### config.mk
export PLATFORM = sky130hd
export DESIGN_NAME = serial_loaded_bank_mapper
export DESIGN_NICKNAME = d
export VERILOG_FILES = /design/src/rtl/sblm_pkg.sv /design/src/rtl/serial_loaded_bank_mapper.sv
export VERILOG_INCLUDE_DIRS = /design/src /design/src/rtl
export SDC_FILE = /design/constraint.sdc
export NUM_CORES = 1
export LEC_CHECK = 0
export BUFFER_PORTS_ARGS = -buffer_cell sky130_fd_sc_hd__buf_2
export CELL_PAD_IN_SITES_DETAIL_PLACEMENT = 0
export CELL_PAD_IN_SITES_GLOBAL_PLACEMENT = 1
export CORE_MARGIN = 4
export CORE_UTILIZATION = 37
export DETAILED_ROUTE_END_ITERATION = 7
export PLACE_DENSITY = 0.79
export SLEW_MARGIN = 20
export SYNTH_ARGS = -nofsm -noshare
export SYNTH_HDL_FRONTEND = slang
export SYNTH_SLANG_ARGS = --single-unit
### constraint.sdc
create_clock -name i_clk -period 2.2 [get_ports i_clk]
set_clock_uncertainty 0.2 [all_clocks]
set_input_delay 0.22 -clock i_clk [delete_from_list [all_inputs] [get_ports i_clk]]
set_output_delay 0.22 -clock i_clk [all_outputs]
set_load 0.01 [all_outputs]
### src/rtl/serial_loaded_bank_mapper_macros.svh
// ----------------------------------------------------------------------------
// serial_loaded_bank_mapper_macros
// Assertion helpers for the serial-loaded bank mapper.
// ----------------------------------------------------------------------------
`ifndef SERIAL_LOADED_BANK_MAPPER_MACROS_SVH
`define SERIAL_LOADED_BANK_MAPPER_MACROS_SVH

// Same-cycle implication, checked on every edge out of reset.
`define SBLM_ASSERT_NOW(label, clk, rst_n, ante, cons) \
    label: assert property (@(posedge clk) disable iff (!(rst_n)) (ante) |-> (cons)) \
        else $error("sblm assertion failed");

// Next-cycle implication, checked on every edge out of reset.
`define SBLM_ASSERT_NEXT(label, clk, rst_n, ante, cons) \
    label: assert property (@(posedge clk) disable iff (!(rst_n)) (ante) |=> (cons)) \
        else $error("sblm assertion failed");

`endif

### src/rtl/sblm_pkg.sv
`timescale 1ns / 1ps
// ----------------------------------------------------------------------------
// sblm_pkg
// Constants and codes shared by the serial-loaded bank mapper.
// ----------------------------------------------------------------------------
package sblm_pkg;

    // largest program ROM bank count honored
    localparam int PRG_BANK_LIMIT = 128;

    localparam logic [15:0] ADDR_ROM_BASE = 16'h8000;
    localparam logic [15:0] ADDR_RAM_LAST_IO = 16'h4017;

    localparam logic [4:0] CTRL_KEEP_MASK = 5'h13;  // 0xF3 within 5 bits
    localparam logic [4:0] CTRL_FORCE = 5'h0C;

    localparam int SHIFT_LOAD_POS = 4;

    // configuration register indexes
    localparam logic CFG_PRG_BANKS = 1'b0;
    localparam logic CFG_PRG_RAM_EN = 1'b1;

    // internal register select, from address bits 14:13
    localparam logic [1:0] REG_CTRL = 2'd0;
    localparam logic [1:0] REG_CHR0 = 2'd1;
    localparam logic [1:0] REG_CHR1 = 2'd2;
    localparam logic [1:0] REG_PRG = 2'd3;

endpackage

### src/rtl/serial_loaded_bank_mapper.sv
`timescale 1ns / 1ps
// ----------------------------------------------------------------------------
// serial_loaded_bank_mapper
// Serial-loaded bank mapper: CPU write decode, shift load and bank mapping.
// ----------------------------------------------------------------------------
// Usage:
//   Input channel (i_in_valid / o_in_ready) carries one CPU write word:
//   i_cpu_address and i_write_data. Each accepted word yields exactly one
//   result word on the output channel (o_out_valid / i_out_ready): the
//   handled flag, a mapping_updated flag and the bank/mirroring fields
//   (zero unless mapping_updated is set).
//   The result is registered at the accepting edge.
//   Throughput is one word per cycle; the decode, shift and remap logic
//   sits between the input port and the result register in one pass.
//   A new word is taken while the held result is being taken in the same
//   cycle. If the receiver stalls, the result register holds and input
//   ready drops until it is taken.
//   Configuration (i_cfg_valid / o_cfg_ready, i_cfg_index, i_cfg_data) is
//   always ready; index 0 sets the 16 KB bank count, index 1 the PRG RAM
//   enable. Write it only while no word is in flight.
//   Reset (synchronous, active low) clears the shift state and the four
//   internal registers, sets the bank count to 16, RAM disabled, and
//   empties the result register.
// ----------------------------------------------------------------------------
`include "serial_loaded_bank_mapper_macros.svh"

module serial_loaded_bank_mapper (
    input  logic        i_clk,
    input  logic        i_rst_n,
    // cpu write channel
    input  logic        i_in_valid,
    output logic        o_in_ready,
    input  logic [15:0] i_cpu_address,
    input  logic [7:0]  i_write_data,
    // result channel
    output logic        o_out_valid,
    input  logic        i_out_ready,
    output logic        o_handled,
    output logic        o_mapping_updated,
    output logic [1:0]  o_mirroring,
    output logic [6:0]  o_prg_bank_first,
    output logic [6:0]  o_prg_bank_second,
    output logic [4:0]  o_chr_bank_first,
    output logic [4:0]  o_chr_bank_second,
    // configuration
    input  logic        i_cfg_valid,
    output logic        o_cfg_ready,
    input  logic        i_cfg_index,
    input  logic [7:0]  i_cfg_data
);

    logic [7:0] r_prg_banks;
    logic       r_prg_ram_en;

    logic [4:0] r_shift_accum, n_shift_accum;
    logic [2:0] r_shift_count, n_shift_count;
    logic [4:0] r_ctrl, n_ctrl;
    logic [4:0] r_chr0, n_chr0;
    logic [4:0] r_chr1, n_chr1;
    logic [4:0] r_prg, n_prg;

    logic       r_out_valid;
    logic       r_handled, n_handled;
    logic       r_updated, n_updated;
    logic [1:0] r_mirroring, n_mirroring;
    logic [6:0] r_prg_first, n_prg_first;
    logic [6:0] r_prg_second, n_prg_second;
    logic [4:0] r_chr_first, n_chr_first;
    logic [4:0] r_chr_second, n_chr_second;

    logic       w_accept;
    logic [8:0] w_count;
    logic [6:0] w_last;
    logic [4:0] w_accum;
    logic [3:0] w_prg;

    assign o_in_ready  = !r_out_valid || i_out_ready;
    assign w_accept    = i_in_valid && o_in_ready;
    assign o_cfg_ready = 1'b1;

    // clamp the bank count to 1..limit, last index masked to 7 bits
    always_comb begin
        if (r_prg_banks == 8'd0) begin
            w_count = 9'd1;
        end else if ({1'b0, r_prg_banks} > 9'(sblm_pkg::PRG_BANK_LIMIT)) begin
            w_count = 9'(sblm_pkg::PRG_BANK_LIMIT);
        end else begin
            w_count = {1'b0, r_prg_banks};
        end
        w_last = 7'(w_count - 9'd1);
    end

    always_comb begin
        n_shift_accum = r_shift_accum;
        n_shift_count = r_shift_count;
        n_ctrl        = r_ctrl;
        n_chr0        = r_chr0;
        n_chr1        = r_chr1;
        n_prg         = r_prg;
        n_handled     = 1'b0;
        n_updated     = 1'b0;
        n_mirroring   = 2'd0;
        n_prg_first   = 7'd0;
        n_prg_second  = 7'd0;
        n_chr_first   = 5'd0;
        n_chr_second  = 5'd0;
        // bits past the accumulator fall off the shift
        w_accum       = r_shift_accum | (5'(i_write_data[0]) << r_shift_count);
        w_prg         = n_prg[3:0];

        if (i_cpu_address < sblm_pkg::ADDR_ROM_BASE) begin
            // RAM window claimed only while the RAM is off
            n_handled = !r_prg_ram_en && (i_cpu_address > sblm_pkg::ADDR_RAM_LAST_IO);
        end else if (i_write_data[7]) begin
            n_ctrl        = (r_ctrl & sblm_pkg::CTRL_KEEP_MASK) | sblm_pkg::CTRL_FORCE;
            n_shift_accum = 5'd0;
            n_shift_count = 3'd0;
            n_handled     = 1'b1;
        end else if (r_shift_count >= 3'(sblm_pkg::SHIFT_LOAD_POS)) begin
            case (i_cpu_address[14:13])
                sblm_pkg::REG_CTRL: n_ctrl = w_accum;
                sblm_pkg::REG_CHR0: n_chr0 = w_accum;
                sblm_pkg::REG_CHR1: n_chr1 = w_accum;
                sblm_pkg::REG_PRG:  n_prg  = w_accum;
                default:            n_ctrl = w_accum;
            endcase
            n_shift_accum = 5'd0;
            n_shift_count = 3'd0;
            n_handled     = 1'b1;
            n_updated     = 1'b1;
            w_prg         = n_prg[3:0];

            n_mirroring = n_ctrl[1:0];
            if (n_ctrl[3]) begin
                if (n_ctrl[2]) begin
                    n_prg_first  = {3'd0, w_prg};
                    n_prg_second = w_last;
                end else begin
                    n_prg_first  = 7'd0;
                    n_prg_second = {3'd0, w_prg};
                end
            end else begin
                n_prg_first  = {3'd0, w_prg[3:1], 1'b0};
                n_prg_second = {3'd0, w_prg[3:1], 1'b1};
            end
            if (n_ctrl[4]) begin
                n_chr_first  = n_chr0;
                n_chr_second = n_chr1;
            end else begin
                n_chr_first  = {n_chr0[4:1], 1'b0};
                n_chr_second = {n_chr0[4:1], 1'b1};
            end
        end else begin
            n_shift_accum = w_accum;
            n_shift_count = r_shift_count + 3'd1;
        end
    end

    always_ff @(posedge i_clk) begin
        if (!i_rst_n) begin
            r_prg_banks   <= 8'd16;
            r_prg_ram_en  <= 1'b0;
            r_shift_accum <= 5'd0;
            r_shift_count <= 3'd0;
            r_ctrl        <= 5'd0;
            r_chr0        <= 5'd0;
            r_chr1        <= 5'd0;
            r_prg         <= 5'd0;
            r_out_valid   <= 1'b0;
        end else begin
            if (i_cfg_valid) begin
                if (i_cfg_index == sblm_pkg::CFG_PRG_BANKS) begin
                    r_prg_banks <= i_cfg_data;
                end else if (i_cfg_index == sblm_pkg::CFG_PRG_RAM_EN) begin
                    r_prg_ram_en <= i_cfg_data[0];
                end
            end
            if (w_accept) begin
                r_shift_accum <= n_shift_accum;
                r_shift_count <= n_shift_count;
                r_ctrl        <= n_ctrl;
                r_chr0        <= n_chr0;
                r_chr1        <= n_chr1;
                r_prg         <= n_prg;
                r_out_valid   <= 1'b1;
            end else if (i_out_ready) begin
                r_out_valid <= 1'b0;
            end
        end
    end

    always_ff @(posedge i_clk) begin
        if (w_accept) begin
            r_handled    <= n_handled;
            r_updated    <= n_updated;
            r_mirroring  <= n_mirroring;
            r_prg_first  <= n_prg_first;
            r_prg_second <= n_prg_second;
            r_chr_first  <= n_chr_first;
            r_chr_second <= n_chr_second;
        end
    end

    assign o_out_valid       = r_out_valid;
    assign o_handled         = r_handled;
    assign o_mapping_updated = r_updated;
    assign o_mirroring       = r_mirroring;
    assign o_prg_bank_first  = r_prg_first;
    assign o_prg_bank_second = r_prg_second;
    assign o_chr_bank_first  = r_chr_first;
    assign o_chr_bank_second = r_chr_second;

    // shift position never passes the load slot
    `SBLM_ASSERT_NOW(a_shift_count_range, i_clk, i_rst_n, 1'b1,
        r_shift_count <= 3'(sblm_pkg::SHIFT_LOAD_POS))

    // a register load is always a claimed write
    `SBLM_ASSERT_NOW(a_update_claimed, i_clk, i_rst_n,
        o_out_valid && o_mapping_updated, o_handled)

    // mapping fields are blank on words without a load
    `SBLM_ASSERT_NOW(a_blank_fields, i_clk, i_rst_n,
        o_out_valid && !o_mapping_updated,
        o_mirroring == 2'd0 && o_prg_bank_first == 7'd0 && o_prg_bank_second == 7'd0 &&
        o_chr_bank_first == 5'd0 && o_chr_bank_second == 5'd0)

    // reset write clears the shift state
    `SBLM_ASSERT_NEXT(a_reset_write, i_clk, i_rst_n,
        w_accept && i_cpu_address[15] && i_write_data[7],
        r_shift_count == 3'd0 && r_shift_accum == 5'd0 && o_handled && r_ctrl[3:2] == 2'b11)

endmodule
* Word-level counts from Yosys, hierarchy flattened
Cells that the tools add are included.
Cells by class: multiplexer cells 25, equality and inequality tests 3, magnitude comparators 4, bitwise logic cells 8, reductions and logical operators 19, shift-type cells 1, add/subtract/negate cells 2
Operator list (number):
- $mux 5 | 9
- $mux 4 | 7
- $gt 16x15->1 const B | 1
- $lt 16x16->1 const B | 1
- $mux 7 | 2
- $gt 8x8->1 const B | 1
- $logic_not 8->1 | 1
- $reduce_or 4->1 | 2
- $not 1->1 | 7
- $sub 7x1->7 const B | 1
- $mux 3 | 2
- $reduce_and 2->1 | 3
- $mux 1 | 5
- $or 5x5->5 | 1
- $reduce_or 5->1 | 1
- $shl 1x3->5 | 1
- $eq 2x2->1 const B | 2
- $reduce_and 4->1 | 1
- $reduce_bool 2->1 | 2
- $add 3x1->3 const B | 1
- $ge 3x3->1 const B | 1
- $reduce_and 3->1 | 1
- $reduce_or 3->1 | 1
- $eq 2x1->1 const B | 1
- other kinds (5) | 7
Word-level totals: bits of input ports 38, logic and storage cells 83, register bits after elaboration 65

* Longest topological paths before layout
depth in word-level cells 8, mapped depth 8, mapped depth without buffers 8

* Worst setup path before layout
No wires, ideal clock.
path type register to register, from register r_prg_banks[3], to register r_prg_second[6] (netlist: o_prg_bank_second[6]) (data pin), stages on the path, launching flop included 9, arrival 1.761 ns, path buffers 0, path slack -0.038 ns, data required time 1.723 ns, setup time 0.277 ns, path through dfxtp_1 nor4_1 nor3b_1 o21ai_0 ha_1 nor3b_1 a21o_1 a31oi_1 nor3_1
Between the ends: word-level cells in the longest chain between the ends 4, elaborated cells between the ends (all ways) 5
RTL lines:
- from (decl) | line serial_loaded_bank_mapper.sv:52 | logic [7:0] r_prg_banks;
- from (signal assigned) | line serial_loaded_bank_mapper.sv:173 | r_prg_banks <= i_cfg_data;
- $gt 8x8->1 | line serial_loaded_bank_mapper.sv:85 | end else if ({1'b0, r_prg_banks} > 9'(sblm_pkg::PRG_BANK_LIMIT)) begin
- $mux 7 | line serial_loaded_bank_mapper.sv:85
- $mux 7 (*) | line serial_loaded_bank_mapper.sv:83 | if (r_prg_banks == 8'd0) begin
- $sub 7x1->7 (*) | line serial_loaded_bank_mapper.sv:90 | w_last = 7'(w_count - 9'd1);
- to (signal assigned) | line serial_loaded_bank_mapper.sv:198 | r_prg_second <= n_prg_second;
- to (decl) | line serial_loaded_bank_mapper.sv:67 | logic [6:0] r_prg_second, n_prg_second;
Every way passes the cells marked *; elsewhere a longest branch is shown, timed or not. A chain may end at the register's enable or synchronous reset.

* Worst setup path in the final report
Same ends and word-level chain as after synthesis.

==> flow_metrics.tcl <==
set metrics [dict create \
    powerDensity_mw_per_mm2 609 \
    critPathSlowestCell "dfxtp_1" \
    power_frac_seq_pct 52.2 \
    io_buffer_count 55 \
    grt_setup_unrepaired "yes" \
    clk_pin_slew_ps 70 \
    seq_area_frac_synth_pct 48.2 \
    drtIter0Drc 184 \
    gp_congestion 0.835 \
    p_switching_uw 634 \
    cpPeakStageDelay_ps 320 \
    maxSlewHeadroom_pct 63.1 \
    clockBufferDepth 2 \
    synthTopCellsByCount "41 x nand2_1, 37 x dfxtp_1, 30 x a21oi_1" \
    cp_data_required_time_ps 2080 \
    synth_top_cell_area_share_pct 24.2 \
    p_sw_share_pct 26.6 \
    finalSetupViolCount 0 \
    overflow 0 \
    grt_usage_pct 16.0 \
    cts_buffers 9 \
    worst_pin_slew_ps 552 \
    synth_edf_count 25 \
    cpLargestDelayFamily "simple AND/OR/NAND/NOR gates" \
    design_area_sq_mm 0.00390 \
    syn_area_per_cell_sq_um 9.80 \
    p_clk_share_pct 35.4 \
    cts-root-buf "clkbuf_8" \
    yosysMostFrequentCell "nand2_1" \
    vdd_drop_max_v 0.000254 \
    nFillCells 805 \
    dieArea_sq_mm 0.00990 \
    crit_top_cell "nor3b_2" \
    drv_cap 0 \
    start_util_pct 37.9 \
    fin_cells 513 \
    ys_ff_latch 62 \
    cp_data_arrival_time_ps 2010 \
    critical_path_class "reg -> reg" \
    power_frac_comb_pct 12.4 \
    hpwlAfterDp_um 5500 \
    grt_max_degree 19 \
    fmax_mhz 469 \
    vias 2694 \
    h-tree-depth 3 \
    synthCells 316 \
    dr.pass1.iters 4 \
    grt_pass1_wl_um 12600 \
    antenna_found_initial 0 \
    wl_um 7610 \
    worstSetupStartpointType "register" \
    fp.coreArea_sq_mm 0.00818 \
    clock_sinks 62 \
    min_path_type "in -> reg" \
    grt_pass1_vias 2532 \
    antenna_left 0 \
    hold_slack_ps 27.8 \
    endpoint_kind "register" \
    via_per_inst 5.25 \
    ys.flop_type "dfxtp_1" \
    clk-insertion-delay-late_ps 340 \
    drc 0 \
    synthDistinctLibCells 69 \
    timing.final.crit_period_ps 2130 \
    async_flop_share_pct 0 \
    finalNetCount 444 \
    p_leak_nw 1.49 \
    maxSlewViolCount 0 \
    die_h_um 99.5 \
    n_antenna_cell 0 \
    status "finished, final reports clean" \
    core.rowCount 33 \
    yosys_warnings 0 \
    chipWidth_um 99.5 \
    area_growth_syn_to_layout_pct 26.1 \
    intPower_mw 1.74 \
    post-route-period-util_pct 96.8 \
    synthesis.area_sq_mm 0.00310 \
    place_area_sq_mm 0.00359 \
    hold_viol_final 0 \
    cts_tree "done" \
    wl_per_cell_um 14.8 \
    yosysTopAreaCell "edfxtp_1" \
    synth_area_leaders "edfxtp_1 24%, dfxtp_1 24%, nand2_1 5.0%" \
    drive_above_1_share_pct 29.7 \
    io_pins 69 \
    post-place-cells 483 \
    timing.critical_path.buf_inv 0 \
    critPathMaxFanout 4 \
    crit_chain "nor4_2 > nor3b_2 > o21ai_1 > ha_2 > nor3b_2 > a21o_1 > a31oi_1 > nor3_1" \
]
==> power groups by stage <==
stage | Combinational (mW) | Clock [mW] | Sequential (mW)
after floorplan | 0.147 | 0 | 1.28
after global placement | 0.268 | 0 | 1.27
after detailed placement | 0.271 | 0 | 1.27
after CTS | 0.289 | 0.851 | 1.24
after global routing | 0.324 | 0.903 | 1.25
final | 0.295 | 0.842 | 1.24
==> placed cells by master (no fill, tap or decap), drive strengths merged, types with 5 or more instances in the layout <==
master / synthesis / final
a21oi: 31 / 31
clkbuf: 7 / 10
nand3: 9 / 9
nor3: 10 / 10
inv: 11 / 10
clkinv: 0 / 5
a211oi: 14 / 14
o21ai: 10 / 10
buf: 11 / 79
edfxtp: 25 / 25
a21o: 5 / 5
nor2: 26 / 26
nor2b: 5 / 5
nand2: 41 / 41
dlygate4sd3: 0 / 13
dfxtp: 37 / 37
nor4: 5 / 5
==> worst paths after layout <==
| kind | slack, ps | cells past startpoint | from | endpoint |
|---|---|---|---|---|
| min reg2reg | 250 | 2 | r_chr0[3] | r_chr0[3] |
| max reg2reg | 70 | 8 | r_prg_banks[3] | o_prg_bank_second[6] |
| min | 30 | 3 | i_write_data[7] | o_handled |
| max | 70 | 8 | r_prg_banks[3] | o_prg_bank_second[6] |
==> cells by family after synthesis <==
group / share of synthesized area, %
AND/OR/NAND/NOR: 22.8
XOR/XNOR: 0.283
buffers and inverters: 4.44
other: 0.243
flip-flops: 48.2
AO/OA/AOI/OAI: 22.1
adder cells (fa/ha/maj): 1.21
multiplexers: 0.687
==> cell type report <==
class | count | area, sq um | share of cell area [%]
multi-input cells | 227 | 1490 | 38.3
flip-flops and latches | 62 | 1490 | 38.2
repair buffers | 92 | 586 | 15.0
well taps | 105 | 131 | 3.37
clock buffers | 10 | 128 | 3.27
inverters | 11 | 45.0 | 1.15
clock inverters | 6 | 28.8 | 0.737
==> metrics by stage <==
| stage | TNS, ps | util (%) | setup WS (ps) | power (mW) |
|---|---|---|---|---|
| after global placement | 0 | 44.0 | 36.0 | 1.53 |
| after CTS | 0 | 47.5 | 1.31 | 2.38 |
| after detailed placement | -23.0 | 44.0 | -23.0 | 1.54 |
| after global routing | -29.4 | 47.8 | -29.4 | 2.47 |
| after floorplan | 0 | - | 16.6 | 1.43 |
| final | 0 | 47.8 | 69.4 | 2.38 |
==> worst reg2reg max path, stage by stage, from the launching register on <==
cell and delay, ps:
dfxtp_1 320, nor4_2 310, nor3b_2 220, o21ai_1 100, ha_2 210, nor3b_2 170, a21o_1 150, a31oi_1 160
nor3_1 60
==> what timing repair did <==
action | CTS | global route
setup buffers | 0 | 1
gates resized for setup | 1 | 4
setup endpoints to repair | 1 | 3
hold buffers | 13 | 0
pin swaps | 0 | 1
endpoints found under the hold margin | 11 | 0
==> registers in the layout (all words and copies together), names as in the netlist, 2 cells and up <==
name               cells
r_prg_banks            8
o_prg_bank_second      7
o_chr_bank_first       5
o_chr_bank_second      5
r_chr0                 5
r_chr1                 5
r_ctrl                 5
r_shift_accum          5
o_prg_bank_first       4
r_prg                  4
r_shift_count          3
o_mirroring            2
==> metal layers <==
metal / share of wire (%) / track usage, % / vias up
li1: - / - / 1337
met1: 46 / 21.9 / 1257
met2: 46 / 24.8 / 86
met3: 5.9 / 3.72 / 14
met4: 1.8 / 5.25 / 0
met5: 0 / 0 / -
Note: power is estimated with default switching activity, not from simulation.
